$ cat src/rtl/core/dsd_pkg.sv
`timescale 1ns / 1ps

package dsd_pkg;

  localparam logic [7:0]  ESC_BYTE        = 8'hFF;
  localparam logic [7:0]  FILL_BYTE       = 8'h00;
  localparam logic [15:0] MAX_PAYLOAD_RST = 16'hFFFF;

  typedef enum logic [1:0] {
    KIND_DATA  = 2'd0,
    KIND_END   = 2'd1,
    KIND_ERROR = 2'd2
  } kind_t;

  typedef enum logic [1:0] {
    CAUSE_BAD_ESCAPE = 2'd0,
    CAUSE_OVERFLOW   = 2'd1,
    CAUSE_EARLY_END  = 2'd2,
    CAUSE_INCOMPLETE = 2'd3
  } cause_t;

  // One decoded result as it travels from front to back
  typedef struct packed {
    logic [7:0]  data;
    kind_t       kind;
    cause_t      cause;
    logic [15:0] length;
  } result_t;

  // Per-buffer decoder state
  typedef struct packed {
    logic        escape_pending;
    logic [15:0] decoded_count;
    logic        discarding;
  } frame_state_t;

endpackage

$ cat src/rtl/core/dsd_front.sv
`timescale 1ns / 1ps

module dsd_front (
  input  logic                clk,
  input  logic                rst_n,
  input  logic                in_fire,
  input  logic [7:0]          in_byte,
  input  logic                in_last,
  input  logic [15:0]         max_payload,
  output logic                res_valid,
  output dsd_pkg::result_t    res,
  output dsd_pkg::frame_state_t state
);
  import dsd_pkg::*;

  frame_state_t st_r, st_nxt;
  logic         do_emit;
  logic         do_err;
  logic [7:0]   emit_byte;
  cause_t       err_cause;

  // Classify the byte against the escape state; errors and emits resolved last
  always_comb begin
    st_nxt     = st_r;
    res_valid  = 1'b0;
    res.data   = 8'h00;
    res.kind   = KIND_DATA;
    res.cause  = CAUSE_BAD_ESCAPE;
    res.length = 16'h0000;
    do_emit    = 1'b0;
    do_err     = 1'b0;
    emit_byte  = in_byte;
    err_cause  = CAUSE_BAD_ESCAPE;

    if (st_r.discarding) begin
      if (in_last) begin
        st_nxt = '0;
      end
    end else if (st_r.escape_pending) begin
      st_nxt.escape_pending = 1'b0;
      if (in_byte == FILL_BYTE) begin
        do_emit   = 1'b1;
        emit_byte = ESC_BYTE;
      end else if (in_byte == ESC_BYTE) begin
        if (!in_last) begin
          do_err    = 1'b1;
          err_cause = CAUSE_EARLY_END;
        end else begin
          res_valid  = 1'b1;
          res.kind   = KIND_END;
          res.length = st_r.decoded_count;
          st_nxt     = '0;
        end
      end else begin
        do_err    = 1'b1;
        err_cause = CAUSE_BAD_ESCAPE;
      end
    end else if (in_byte == ESC_BYTE) begin
      if (in_last) begin
        do_err    = 1'b1;
        err_cause = CAUSE_INCOMPLETE;
      end else begin
        st_nxt.escape_pending = 1'b1;
      end
    end else begin
      do_emit = 1'b1;
    end

    if (do_emit) begin
      if (st_r.decoded_count >= max_payload) begin
        do_err    = 1'b1;
        err_cause = CAUSE_OVERFLOW;
      end else if (in_last) begin
        do_err    = 1'b1;
        err_cause = CAUSE_INCOMPLETE;
      end else begin
        st_nxt.decoded_count = st_r.decoded_count + 16'd1;
        res_valid            = 1'b1;
        res.kind             = KIND_DATA;
        res.data             = emit_byte;
      end
    end

    if (do_err) begin
      st_nxt            = '0;
      st_nxt.discarding = !in_last;
      res_valid         = 1'b1;
      res.kind          = KIND_ERROR;
      res.cause         = err_cause;
    end
  end

  always_ff @(posedge clk) begin
    if (!rst_n) begin
      st_r <= '0;
    end else if (in_fire) begin
      st_r <= st_nxt;
    end
  end

  assign state = st_r;

endmodule

$ cat src/rtl/core/dsd_queue.sv
`timescale 1ns / 1ps

module dsd_queue #(
  parameter int DEPTH = 2
) (
  input  logic             clk,
  input  logic             rst_n,
  input  logic             push,
  input  dsd_pkg::result_t push_data,
  output logic             full,
  input  logic             pop,
  output logic             head_valid,
  output dsd_pkg::result_t head_data
);
  import dsd_pkg::*;

  localparam int PTR_W = (DEPTH > 1) ? $clog2(DEPTH) : 1;
  localparam int CNT_W = $clog2(DEPTH + 1);
  localparam logic [PTR_W-1:0] PTR_LAST = PTR_W'(DEPTH - 1);

  result_t          slots [DEPTH];
  logic [PTR_W-1:0] wr_ptr_r, wr_ptr_nxt;
  logic [PTR_W-1:0] rd_ptr_r, rd_ptr_nxt;
  logic [CNT_W-1:0] count_r, count_nxt;
  logic             do_pop;

  assign full       = (count_r == CNT_W'(DEPTH));
  assign head_valid = (count_r != '0);
  assign head_data  = slots[rd_ptr_r];
  assign do_pop     = pop && head_valid;

  always_comb begin
    wr_ptr_nxt = wr_ptr_r;
    rd_ptr_nxt = rd_ptr_r;
    count_nxt  = count_r;
    if (push) begin
      wr_ptr_nxt = (wr_ptr_r == PTR_LAST) ? '0 : wr_ptr_r + 1'b1;
    end
    if (do_pop) begin
      rd_ptr_nxt = (rd_ptr_r == PTR_LAST) ? '0 : rd_ptr_r + 1'b1;
    end
    if (push && !do_pop) begin
      count_nxt = count_r + 1'b1;
    end else if (!push && do_pop) begin
      count_nxt = count_r - 1'b1;
    end
  end

  always_ff @(posedge clk) begin
    if (!rst_n) begin
      wr_ptr_r <= '0;
      rd_ptr_r <= '0;
      count_r  <= '0;
    end else begin
      wr_ptr_r <= wr_ptr_nxt;
      rd_ptr_r <= rd_ptr_nxt;
      count_r  <= count_nxt;
    end
  end

  always_ff @(posedge clk) begin
    if (push) begin
      slots[wr_ptr_r] <= push_data;
    end
  end

endmodule

$ cat src/rtl/core/dsd_back.sv
`timescale 1ns / 1ps

module dsd_back (
  input  logic             clk,
  input  logic             rst_n,
  input  logic             head_valid,
  input  dsd_pkg::result_t head_data,
  output logic             pop,
  output logic             out_valid,
  input  logic             out_ready,
  output logic [7:0]       out_byte,
  output dsd_pkg::kind_t   out_kind,
  output dsd_pkg::cause_t  out_error_cause,
  output logic [15:0]      out_frame_length
);
  import dsd_pkg::*;

  logic    valid_r;
  result_t hold_r;
  logic    load;

  // Refill the output register whenever it is empty or being drained
  assign load = !valid_r || out_ready;
  assign pop  = load && head_valid;

  always_ff @(posedge clk) begin
    if (!rst_n) begin
      valid_r <= 1'b0;
    end else if (load) begin
      valid_r <= head_valid;
    end
  end

  always_ff @(posedge clk) begin
    if (pop) begin
      hold_r <= head_data;
    end
  end

  assign out_valid        = valid_r;
  assign out_byte         = hold_r.data;
  assign out_kind         = hold_r.kind;
  assign out_error_cause  = hold_r.cause;
  assign out_frame_length = hold_r.length;

endmodule

$ cat src/rtl/core/byte_destuffing_deframer_unit.sv
`timescale 1ns / 1ps
// Escape-code deframer: takes one raw byte per cycle on the in_ channel
// (in_byte, in_last_of_buffer) and gives at most one result per byte on the
// out_ channel: a data byte, a frame end with its decoded length, or an error
// with its cause. 0xFF 0x00 decodes to 0xFF; 0xFF 0xFF ends the frame and is
// legal only on the buffer's last byte. After an error the rest of the buffer
// is dropped silently.
// Throughput: one byte per cycle while the queue has room. The decode step is
// combinational logic on the escape state; results go through a small queue
// into an output register.
// Stalls: when out_ready is low the output register holds and the queue fills;
// in_ready falls only when the queue (QUEUE_DEPTH items) is full.
// Configuration: cfg_max_payload is always ready and is written on
// cfg_valid; write it only while no bytes are in flight. Reset value 65535.
// Reset (rst_n low, synchronous): escape state, count and discard flag
// clear, the queue and output register empty; nothing is pending.
module byte_destuffing_deframer_unit #(
  parameter int QUEUE_DEPTH = 2
) (
  input  logic             clk,
  input  logic             rst_n,
  input  logic             in_valid,
  output logic             in_ready,
  input  logic [7:0]       in_byte,
  input  logic             in_last_of_buffer,
  output logic             out_valid,
  input  logic             out_ready,
  output logic [7:0]       out_byte,
  output dsd_pkg::kind_t   out_kind,
  output dsd_pkg::cause_t  out_error_cause,
  output logic [15:0]      out_frame_length,
  input  logic             cfg_valid,
  output logic             cfg_ready,
  input  logic [15:0]      cfg_max_payload
);
  import dsd_pkg::*;

  logic [15:0]  max_payload_r;
  logic         in_fire;
  logic         res_valid;
  result_t      res;
  frame_state_t front_state;
  logic         q_push;
  logic         q_full;
  logic         q_pop;
  logic         q_head_valid;
  result_t      q_head;

  // Configuration register: always writable
  assign cfg_ready = 1'b1;

  always_ff @(posedge clk) begin
    if (!rst_n) begin
      max_payload_r <= MAX_PAYLOAD_RST;
    end else if (cfg_valid) begin
      max_payload_r <= cfg_max_payload;
    end
  end

  // Accept while the queue has room; push only bytes that make a result
  assign in_ready = !q_full;
  assign in_fire  = in_valid && in_ready;
  assign q_push   = in_fire && res_valid;

  dsd_front u_front (
    .clk         (clk),
    .rst_n       (rst_n),
    .in_fire     (in_fire),
    .in_byte     (in_byte),
    .in_last     (in_last_of_buffer),
    .max_payload (max_payload_r),
    .res_valid   (res_valid),
    .res         (res),
    .state       (front_state)
  );

  dsd_queue #(
    .DEPTH (QUEUE_DEPTH)
  ) u_queue (
    .clk        (clk),
    .rst_n      (rst_n),
    .push       (q_push),
    .push_data  (res),
    .full       (q_full),
    .pop        (q_pop),
    .head_valid (q_head_valid),
    .head_data  (q_head)
  );

  dsd_back u_back (
    .clk              (clk),
    .rst_n            (rst_n),
    .head_valid       (q_head_valid),
    .head_data        (q_head),
    .pop              (q_pop),
    .out_valid        (out_valid),
    .out_ready        (out_ready),
    .out_byte         (out_byte),
    .out_kind         (out_kind),
    .out_error_cause  (out_error_cause),
    .out_frame_length (out_frame_length)
  );

  // A buffer's last byte always leaves the decoder clean
  a_last_clears: assert property (@(posedge clk) disable iff (!rst_n)
    in_fire && in_last_of_buffer |=>
      !front_state.escape_pending && !front_state.discarding &&
      front_state.decoded_count == 16'h0000)
    else $error("decoder state not cleared after last byte of buffer");

  // Dropped bytes never reach the queue
  a_discard_silent: assert property (@(posedge clk) disable iff (!rst_n)
    in_fire && front_state.discarding |-> !q_push)
    else $error("result pushed while discarding");

  // Never push into a full queue
  a_no_overrun: assert property (@(posedge clk) disable iff (!rst_n)
    q_full |-> !q_push)
    else $error("queue overrun");

  // Error results carry no byte and no length
  a_error_clean: assert property (@(posedge clk) disable iff (!rst_n)
    out_valid && out_kind == KIND_ERROR |->
      out_byte == 8'h00 && out_frame_length == 16'h0000)
    else $error("error result with stray payload");

  // Escape pending and discarding never coexist
  a_state_exclusive: assert property (@(posedge clk) disable iff (!rst_n)
    !(front_state.escape_pending && front_state.discarding))
    else $error("escape pending while discarding");

endmodule
$ cat config.mk
export PLATFORM = sky130hd
export DESIGN_NAME = byte_destuffing_deframer_unit
export DESIGN_NICKNAME = d
export VERILOG_FILES = /design/src/rtl/core/dsd_pkg.sv /design/src/rtl/core/dsd_front.sv /design/src/rtl/core/dsd_queue.sv /design/src/rtl/core/dsd_back.sv /design/src/rtl/core/byte_destuffing_deframer_unit.sv
export SDC_FILE = /design/constraint.sdc
export NUM_CORES = 1
export LEC_CHECK = 0
export BUFFER_PORTS_ARGS = -buffer_cell sky130_fd_sc_hd__buf_2
export CAP_MARGIN = 20
export CORE_AREA = 2 2 116 118
export DETAILED_ROUTE_END_ITERATION = 8
export DIE_AREA = 0 0 118 120
export MAX_ROUTING_LAYER = met4
export PLACE_DENSITY = 0.59
export SLEW_MARGIN = 20
export SYNTH_ARGS = -nofsm -noshare
export SYNTH_HDL_FRONTEND = slang
export SYNTH_SLANG_ARGS = --single-unit
$ cat constraint.sdc
create_clock -name clk -period 12.51 [get_ports clk]
set_input_delay 1.251 -clock clk [delete_from_list [all_inputs] [get_ports clk]]
set_output_delay 1.251 -clock clk [all_outputs]
set_load 0.005 [all_outputs]
**Yosys cells after proc, flatten, opt, wreduce, memory -nomap -nowiden**

Memories as Yosys holds them, arrays and structs flattened. A register that Yosys moved wholly into a read port is not among the register bits.
Cells that the tools add are included.

- Register bits: 39
- Memory bits (writable): 56
- Bits of input ports: 30
- Output and inout port bits: 31
- Memories kept: 1

- $add $sub $neg: 5
- Magnitude comparators: 1
- Equal/unequal tests: 3
- Mux-type cells: 66
- Reductions and logical operators: 16

Memory list:

| memory | words | width | read ports | clocked after Yosys merged registers in | wr ports | line | text |
|---|---|---|---|---|---|---|---|
| u_queue.slots | 2 | 28 | 1 | 1 | 1 | dsd_queue.sv:21 | `result_t slots [DEPTH];` |

Operator list:

| operator | count |
|---|---|
| 16-bit two-way mux | 8 |
| 18-bit two-way mux | 5 |
| 17-bit two-way mux | 2 |
| 2-bit two-way mux | 16 |
| 10-bit two-way mux | 3 |
| 1-bit two-way mux | 28 |
| 8-bit two-way mux | 3 |
| 16-bit by 1-bit adder with 16-bit output (second input constant) | 1 |
| 16-bit >= comparator | 1 |
| 8-bit == test (second input constant) | 1 |
| 8-bit logical NOT | 1 |
| 1-bit logical AND | 6 |
| 1-bit logical NOT | 5 |
| 4-bit two-way mux | 1 |
| 2-bit nonzero test | 2 |
| 3-bit != test (second input constant) | 1 |
| 1-bit adder (second input constant) | 2 |
| 2-bit by 1-bit adder with 2-bit output (second input constant) | 1 |
| 2-bit == test (second input constant) | 1 |
| 2-bit AND reduction | 1 |
| 2-bit by 1-bit subtractor with 2-bit output (second input constant) | 1 |
| 1-bit logical OR | 1 |

**Depth between registers and ports, before layout**

Gate-level depths: netlist of run 1.

- Depth after elaboration: 14
- Gate-level depth with buffers: 10
- Depth with buffers taken out: 9

**By module**

Synthesis of run 1 repeated with hierarchy kept, for this count alone.

- Cell total of the unflattened synthesis: 450
- Area total of the unflattened synthesis: 5504.0 um^2

By module, submodules not included:

| module | instances | cells each | area an instance (um^2) | seq. area each (um^2) |
|---|---|---|---|---|
| dsd_queue | 1 | 109 | 2237.1 | 1781.7 |
| dsd_front | 1 | 252 | 1770.4 | 360.3 |
| dsd_back | 1 | 32 | 888.4 | 860.8 |
| byte_destuffing_deframer_unit | 1 | 57 | 608.1 | 320.3 |

**Worst setup path before layout of run 1**

No wires, ideal clock.

- Path kind: input -> register
- Start: input in_byte[1]
- End: memory u_queue.slots[0][0] in the netlist's numbering, enable pin
- Library setup time: 0.487 ns
- Arrival: 4.547 ns
- Data required time: 12.023 ns
- Path slack: 7.476 ns
- Stages on the path: 5
- Buffers on the path: 1
- Cells stage by stage: nand4_1 -> or2_2 -> clkbuf_1 -> nor3_1 -> nor4_1

- Cells in the longest elaborated chain, start to end: 12
- Elaborated cells between the ends (all ways): 24
- Classes of those cells: eq/ne (1); mux (21); reduce/logical (2)

Ends and longest elaborated chain:

| element | line | text |
|---|---|---|
| start: declaration | byte_destuffing_deframer_unit.sv:24 | `input logic [7:0] in_byte,` |
| 8-bit == test | dsd_front.sv:44, dsd_front.sv:58 |  |
| 1-bit two-way mux, on equally long branches | dsd_front.sv:44, dsd_front.sv:58 |  |
| 1-bit two-way mux | dsd_front.sv:41 | `if (in_byte == FILL_BYTE) begin` |
| 1-bit two-way mux | dsd_front.sv:39 | `end else if (st_r.escape_pending) begin` |
| 1-bit two-way mux | dsd_front.sv:35 | `if (st_r.discarding) begin` |
| 1-bit two-way mux | dsd_front.sv:73 | `end else if (in_last) begin` |
| 1-bit two-way mux | dsd_front.sv:70 | `if (st_r.decoded_count >= max_payload) begin` |
| 1-bit two-way mux | dsd_front.sv:69 | `if (do_emit) begin` |
| 1-bit two-way mux (*) | dsd_front.sv:84 | `if (do_err) begin` |
| 1-bit logical AND (*) | byte_destuffing_deframer_unit.sv:63 | `assign q_push = in_fire && res_valid;` |
| 1-bit two-way mux (*) | dsd_queue.sv:62 | `if (push) begin` |
| 1-bit two-way mux (implied by the code) (*) | dsd_queue.sv:63 | `slots[wr_ptr_r] <= push_data;` |
| end: declaration | dsd_queue.sv:21 |  |

Every way passes the cells marked *; elsewhere a longest branch is shown, timed or not.

**Final worst setup path of run 1**

- Start: input in_byte[7]
- End: register u_front.st_r, in the netlist u_front.state[12]

- Cells in the longest elaborated chain, start to end: 9
- Elaborated cells between the ends (all ways): 22
- Classes of those cells: eq/ne (1); mux (20); reduce/logical (1)

Ends and longest elaborated chain:

| element | line | text |
|---|---|---|
| 8-bit == test | dsd_front.sv:44, dsd_front.sv:58 |  |
| 18-bit two-way mux / 1-bit two-way mux (equally long branches) | dsd_front.sv:44 | `end else if (in_byte == ESC_BYTE) begin` |
| 18-bit two-way mux / 1-bit two-way mux (equally long branches) | dsd_front.sv:41 |  |
| 17-bit two-way mux / 1-bit two-way mux (equally long branches) | dsd_front.sv:39 |  |
| 18-bit two-way mux / 1-bit two-way mux (equally long branches) | dsd_front.sv:35 |  |
| 16-bit two-way mux / 1-bit two-way mux (equally long branches) | dsd_front.sv:73 |  |
| 16-bit two-way mux / 1-bit two-way mux (equally long branches) | dsd_front.sv:70 |  |
| 16-bit two-way mux / 1-bit two-way mux (equally long branches) | dsd_front.sv:69 |  |
| 18-bit two-way mux (*) | dsd_front.sv:84 |  |
| end signal: assignment | dsd_front.sv:97 | `st_r <= st_nxt;` |
| end: declaration | dsd_front.sv:16 | `frame_state_t st_r, st_nxt;` |

Marks and branches as above.
A chain may end at the register's enable or synchronous reset.

==> impl_results.md, run 1 <==
- Worst Tran Pin Value: 0.8665 ns
- Die area: 14,160 um2
- Cell family with most CP delay: simple AND/OR/NAND/NOR gates
- Vias in the first global route: 3,441
- WL/cell: 14.28 um
- Setup Skew: 0.005828 ns
- N_diodes: 0
- Clk sink count: 123
- Core area: 12,980 um2
- Outcome: complete, no violations
- Vias per cell: 5.041
- Resized Gates After CTS: 0
- WS Path Type: in -> reg
- Primary FF master, synth: edfxtp_1
- Synthesis Warnings: 0
- CTS tree: done
- FF+latch area: 3303 um2
- Lkg Pwr: 2.535 nW
- Final hold vios: 0
- Worst-path clk slew: 0.06 ns
- Pwr Density: 185.2 nW/um2
- Fin crit share: 28.38%
- Post-detail-place hpwl: 6.826 mm
- Final Instance Count excl. Fillers: 705
- RSZ-0062 raised after global routing: false
- Area Overhead vs Synth: 19.21%
- Final wirelength: 10.07 mm
- Net Sw Power: 0.3007 mW
- # placed instances: 673
- Clk pwr share: 37.6%
- Setup-failing EPs final: 0
- H-tree depth: 4
- Slowest stage delay, CP: 0.56 ns
- First-pass GRT wire length: 16.72 mm
- Pins Over Slew Limit: 0
- Cts hold-fix bufs: 0
- Clk_lat worst skew: 0.41 ns
- Number of nets in the layout: 564
- Sequential share of power: 46.5%
- CTS Root Cell: clkbuf_16
- Max-cap violations: 0
- Pre-CTS WS: 8.561 ns
- Final global-route overflow total: 0
- DRC errors left: 0
- Chip width: 118 um
- Worst-path cell chain: buf_2, or4_4, nor3_4, a21oi_2, or3_2, nand3b_1, or3_1, o211ai_1
- Gpl congestion: 0.8616
- Ys async rst share: 0%
- Total setup buffers inserted after CTS: 0
- Multi-input gate area: 1958 um2
- Sw Share: 25.17%
- Starting density of the core: 41.69%
- Crit path max-delay cell type: or4_4
- Share of cells above drive strength 1: 27.60%
- Post-synth EDFFs: 84
- Combinational Power Share: 15.9%
- CTS max path bufs: 2
- Synthesized area: 5411 um2
- Worst min path class: reg -> reg
- Row count: 42
- Max Fanout on Critical Path: 12
- Worst setup margin: 8.959 ns
- Post-synthesis sequential area ratio: 61.04%
- Io pins: 61
- Pint: 0.8939 mW
- Port bufs: 59
- GRT Total Usage: 15.56%
- CP startpoint kind: primary input
- ANT nets after route: 0
- Mapped Nets: 499
- Starting DRC count in detailed routing: 229
- Fillers: 1,146
- Num CTS Buffers: 17
- CP bufs+invs: 1
- Chip height: 120 um
- CP Data Arrival Time: 3.87 ns
- Max-slew headroom: 41.71%
- Tmin final: 3.551 ns
- CP Data Required Time: 12.83 ns
- Setup_tns: 0 ns
- Yosys cell types: 58
- Crit. End Element: flip-flop
- Worst vdd ir: 0.1382 mV
- Mean Syn Cell Area: 12.00 um2
- #FFs+latches synth: 123
- Vias: 3,554
- Antenna violations before repair: 0
- Cells after synthesis: 451
- TritonRoute pass-1 iters: 4
- F_max: 281.6 MHz
- Pin count of the biggest net entering global routing: 32
## path summary, 6_finish.rpt
kind / startpoint / endpoint / slack, ns / depth (start not counted)
setup / recovery: in_byte[7] / u_front.state[12]$_SDFFE_PN0P_ / 8.96 / 8
hold / removal: max_payload_r[12]$_SDFFE_PN1P_ / max_payload_r[12]$_SDFFE_PN1P_ / 0.49 / 2
setup reg to reg: u_front.state[12]$_SDFFE_PN0P_ / u_queue.slots[0][19]$_DFFE_PP_ / 9.29 / 8
hold reg to reg: max_payload_r[12]$_SDFFE_PN1P_ / max_payload_r[12]$_SDFFE_PN1P_ / 0.49 / 2
## Yosys cell counts, types with 5 or more instances
cell / n / area [um2]
mux2_2: 28 / 315.3
nor2_1: 34 / 127.6
dfxtp_1: 39 / 780.8
edfxtp_1: 84 / 2522
nand2_1: 45 / 168.9
o211ai_1: 16 / 120.1
inv_1: 23 / 86.33
nand3_1: 11 / 55.05
nor3_1: 5 / 25.02
o21ai_0: 20 / 100.1
ha_1: 18 / 225.2
nand2b_1: 5 / 31.28
a31o_2: 6 / 52.55
clkbuf_1: 16 / 60.06
a21oi_1: 6 / 30.03
and2_1: 19 / 118.9
## flip-flops by register name (all words and copies together), names as in the netlist, 2 cells and up
register                 count
u_back.out_error_cause       2
u_back.out_byte              8
u_queue.slots               56
u_back.out_frame_length     16
u_front.state               18
max_payload_r               16
u_back.out_kind              2
u_queue.count_r              2
## worst reg2reg max path: stages (launching register included)
cell	delay [ns]
dfxtp_1	0.39
ha_1	0.35
and4_1	0.20
nand2_1	0.07
or4_2	0.71
a21oi_1	0.48
o22ai_1	0.19
and3_1	0.22
a211oi_1	0.36
## cell type report
type                    instances  area share [%]
clock buffers                  17           6.594
clock inverters                15           1.939
inverters                      23           1.338
multi-input cells             287           30.35
flip-flops and latches        123           51.20
well taps                     176           3.413
repair buffers                 64           5.159
## placed cells by master, fill, tap and decap left out, types with 4 or more instances in the layout
cell type	n
edfxtp_1	84
buf_2	59
nand2_1	45
dfxtp_1	39
nor2_1	33
mux2_2	28
inv_1	23
o21ai_0	20
and2_1	19
ha_1	18
clkbuf_16	17
o211ai_1	16
nand3_1	11
clkinv_2	7
a21oi_1	6
a31o_2	6
nor3_1	5
nand2b_1	5
buf_4	5
nand4_1	4
nor2b_1	4
a211oi_1	4
or3_1	4
xor2_1	4
## power by group through the flow
stage	logic (mW)	registers, mW	clock network, mW
floorplan	0.105	0.571	0
global placement	0.191	0.562	0
detailed placement	0.193	0.565	0
CTS	0.195	0.557	0.459
global route	0.210	0.564	0.476
finish	0.190	0.555	0.450
## metrics by stage
step | hold WS [ns] | instance area, um2 | power [mW] | utilization, %
final | 0.4906 | 6451 | 1.195 | 49.70
after global routing | 0.5168 | 6451 | 1.251 | 49.70
after CTS | 0.4935 | 6451 | 1.210 | 49.70
after detailed placement | 0.4857 | 5901 | 0.7582 | 45.46
after global placement | 0.4835 | 5901 | 0.7529 | 45.46
after floorplan | 0.4484 | 5411 | 0.6766 | -
## routing by layer
layer,vias to the layer above,track usage (%),routed length [um]
li1,1785,-,-
met5,-,-,0
met4,0,7.681,232
met2,90,22.53,4472
met1,1658,20.08,4948
met3,21,4.468,412
## cell families after synthesis
| family | after synthesis | share of synthesized area, % |
|---|---|---|
| multiplexers | 29 | 6.012 |
| AND/OR/NAND/NOR | 155 | 14.84 |
| buffers and inverters | 41 | 2.936 |
| other | 1 | 0.06930 |
| XOR/XNOR | 6 | 0.9711 |
| flip-flops | 123 | 61.04 |
| AO/OA/AOI/OAI | 78 | 9.965 |
| adder cells (fa/ha/maj) | 18 | 4.162 |
(Power assumes the default switching activity.)
==> run 2, diff against run 1 <==
Settings changed: PLACE_DENSITY 0.59 to 0.61.
Clock period 12.51 ns to 2.9 ns, I/O delays scaled along.
==> run 2 against run 1 <==
  * Sequential share of layout area down 2.7 points
  * Die area unchanged
  * Setup slack worse by 8.9 ns
  * Total power rose to 4.6 times the previous value
  * Worst hold slack worse by 0.40 ns
  * Clock-buffer cell count up 1
  * Clock skew up 0.0032 ns
  * Wire length up 5.1%
  * Combinational power rose to 4.5 times the previous value
  * Register-to-register slack worse by 9.2 ns
  * Critical path depth unchanged
  * Critical endpoint is now u_front.state[15]$_SDFFE_PN0P_
  * Largest cell class unchanged
  * Highest routed layer unchanged
==> impl_results.md, run 2 (same netlist as run 1, synthesis figures left out) <==
- Outcome: complete, no violations
- Core area: 12,980 um2
- CTS tree: done
- Post-layout util: 52.55%
- Fin crit share: 97.43%
- Net Sw Power: 1.320 mW
- Max reg flops: 56
- Combinational Power Share: 15.5%
- N_diodes: 0
- Worst r2r path cells: 8
- Vias in the first global route: 3,524
- Clk pwr share: 40.5%
- CP startpoint kind: flip-flop
- Pwr Density: 801.9 nW/um2
- Lkg Pwr: 2.701 nW
- Starting density of the core: 41.69%
- Die area: 14,160 um2
- Worst-path clk slew: 0.06 ns
- Pint: 4.150 mW
- WS Path Type: reg -> reg
- Commonest non-fill, non-tap cell in the layout: edfxtp_1
- Final global-route overflow total: 0
- Pin count of the biggest net entering global routing: 32
- Chip height: 120 um
- Num CTS Buffers: 17
- Worst reg2reg setup slack: 0.07 ns
- Gpl congestion: 0.9200
- Worst setup margin: 0.07452 ns
- CP Data Arrival Time: 3.17 ns
- Clk_lat worst skew: 0.41 ns
- H-tree depth: 4
- Number of nets in the layout: 592
- First-pass GRT wire length: 17.46 mm
- Setup crit start: u_front.state[11]$_SDFFE_PN0P_
- Vias: 3,680
- Reg with most FFs: u_queue.slots
- GRT Total Usage: 16.22%
- Share of cells above drive strength 1: 32.85%
- Tmin final: 2.825 ns
- Row count: 42
- Crit. End Element: flip-flop
- PnR Total Power: 5.470 mW
- Setup_tns: 0 ns
- Sequential share of power: 44.0%
- Most frequent cells in the layout: edfxtp_1 (84), buf_2 (60), nand2_1 (45), dfxtp_1 (37), nor2_1 (33)
- Clk sink count: 123
- Port bufs: 59
- DRC errors left: 0
- CTS max path bufs: 2
- Fillers: 1,129
- Final wirelength: 10.58 mm
- ANT nets after route: 0
- CTS Root Cell: clkbuf_16
- Starting DRC count in detailed routing: 228
- Critical register-to-register path endpoint: u_front.state[15]$_SDFFE_PN0P_
- RR Startpoint: u_front.state[11]$_SDFFE_PN0P_
- Worst vdd ir: 0.6382 mV
- Worst Tran Pin Value: 0.7083 ns
- TritonRoute pass-1 iters: 4
- CP Data Required Time: 3.25 ns
- Vias per cell: 5.020
- Setup crit end: u_front.state[15]$_SDFFE_PN0P_
- Antenna violations before repair: 0
- Setup Skew: 0.009039 ns
- Max-slew headroom: 52.35%
- Worst min path class: in -> reg
- Chip width: 118 um
- Max-cap violations: 0
- Post-detail-place hpwl: 7.277 mm
- Pre-CTS WS: -0.007219 ns
- Sw Share: 24.14%
- Area Overhead vs Synth: 26.06%
- Cts hold-fix bufs: 0
- Max Fanout on Critical Path: 4
- Io pins: 61
- Pins Over Slew Limit: 0
- Setup-failing EPs final: 0
- WL/cell: 14.43 um
- Final hold vios: 0
- F_max: 353.9 MHz
## run 2: changes by cell type in the layout (fill, tap and decap cells not counted), sizes merged
cell,before,now
bufinv,1,4
clkbuf,17,18
buf,64,92
clkinvlp,1,2
clkinv,10,5
## run 2: timing repair
action / in CTS / in global routing
pin swaps: 0 / 4
setup buffers: 0 / 1
endpoints found under the setup margin: 3 / 28
gates resized for setup: 2 / 13
cloned: 0 / 1
## run 2: cell type report
class / count / area (um2) / share of cell area, %
inverter: 23 / 86.33 / 1.266
tap: 176 / 220.2 / 3.228
sequential: 123 / 3306 / 48.46
clock inverter: 14 / 192.7 / 2.825
timing repair buffer: 92 / 556.8 / 8.162
multi-input combinational: 287 / 2031 / 29.77
clock buffer: 18 / 429.2 / 6.291
## run 2: layer usage
| metal | GRT usage [%] | wire (um) | up-vias | share of wire (%) |
|---|---|---|---|---|
| li1 | - | - | 1847 | - |
| met1 | 21.28 | 5130 | 1713 | 49 |
| met2 | 23.69 | 4737 | 101 | 45 |
| met3 | 4.278 | 504 | 19 | 4.8 |
| met4 | 7.304 | 205 | 0 | 1.9 |
| met5 | - | 0 | - | 0 |
## run 2: how the worst min path moves through the flow
stage / from / slack (ns) / to / cells past startpoint
after floorplan: cfg_max_payload[0] / 0.42 / max_payload_r[0]$_SDFFE_PN1P_ / 2
after global placement: max_payload_r[0]$_SDFFE_PN1P_ / 0.47 / max_payload_r[0]$_SDFFE_PN1P_ / 2
after detailed placement: max_payload_r[10]$_SDFFE_PN1P_ / 0.49 / max_payload_r[10]$_SDFFE_PN1P_ / 2
after CTS: cfg_max_payload[11] / 0.08 / max_payload_r[11]$_SDFFE_PN1P_ / 3
after global routing: cfg_max_payload[14] / 0.09 / max_payload_r[14]$_SDFFE_PN1P_ / 3
final: cfg_max_payload[11] / 0.09 / max_payload_r[11]$_SDFFE_PN1P_ / 3
## run 2: worst max-delay path, stage by stage, from the launching register on
cell     delay [ns]
dfxtp_1        0.34
ha_1           0.31
and4_1         0.22
nor3b_1        0.16
or3_4          0.35
or2_4          0.26
or4_4          0.51
or4b_1         0.52
nand3_1        0.09
## run 2: power groups by stage
stage | logic (mW) | clock network (mW) | registers, mW
CTS | 0.860 | 2.25 | 2.42
finish | 0.846 | 2.22 | 2.41
global route | 0.943 | 2.34 | 2.45
floorplan | 0.456 | 0 | 2.46
detailed placement | 0.854 | 0 | 2.45
global placement | 0.837 | 0 | 2.44
## run 2: through the flow
step                cell area (um2)  hold slack, ns  cells
global route                   6822         0.09279    733
detailed placement             6117          0.4860    699
finish                         6822         0.08949    733
floorplan                      5418          0.4184    451
CTS                            6744         0.07659    731
global placement               6117          0.4661    699
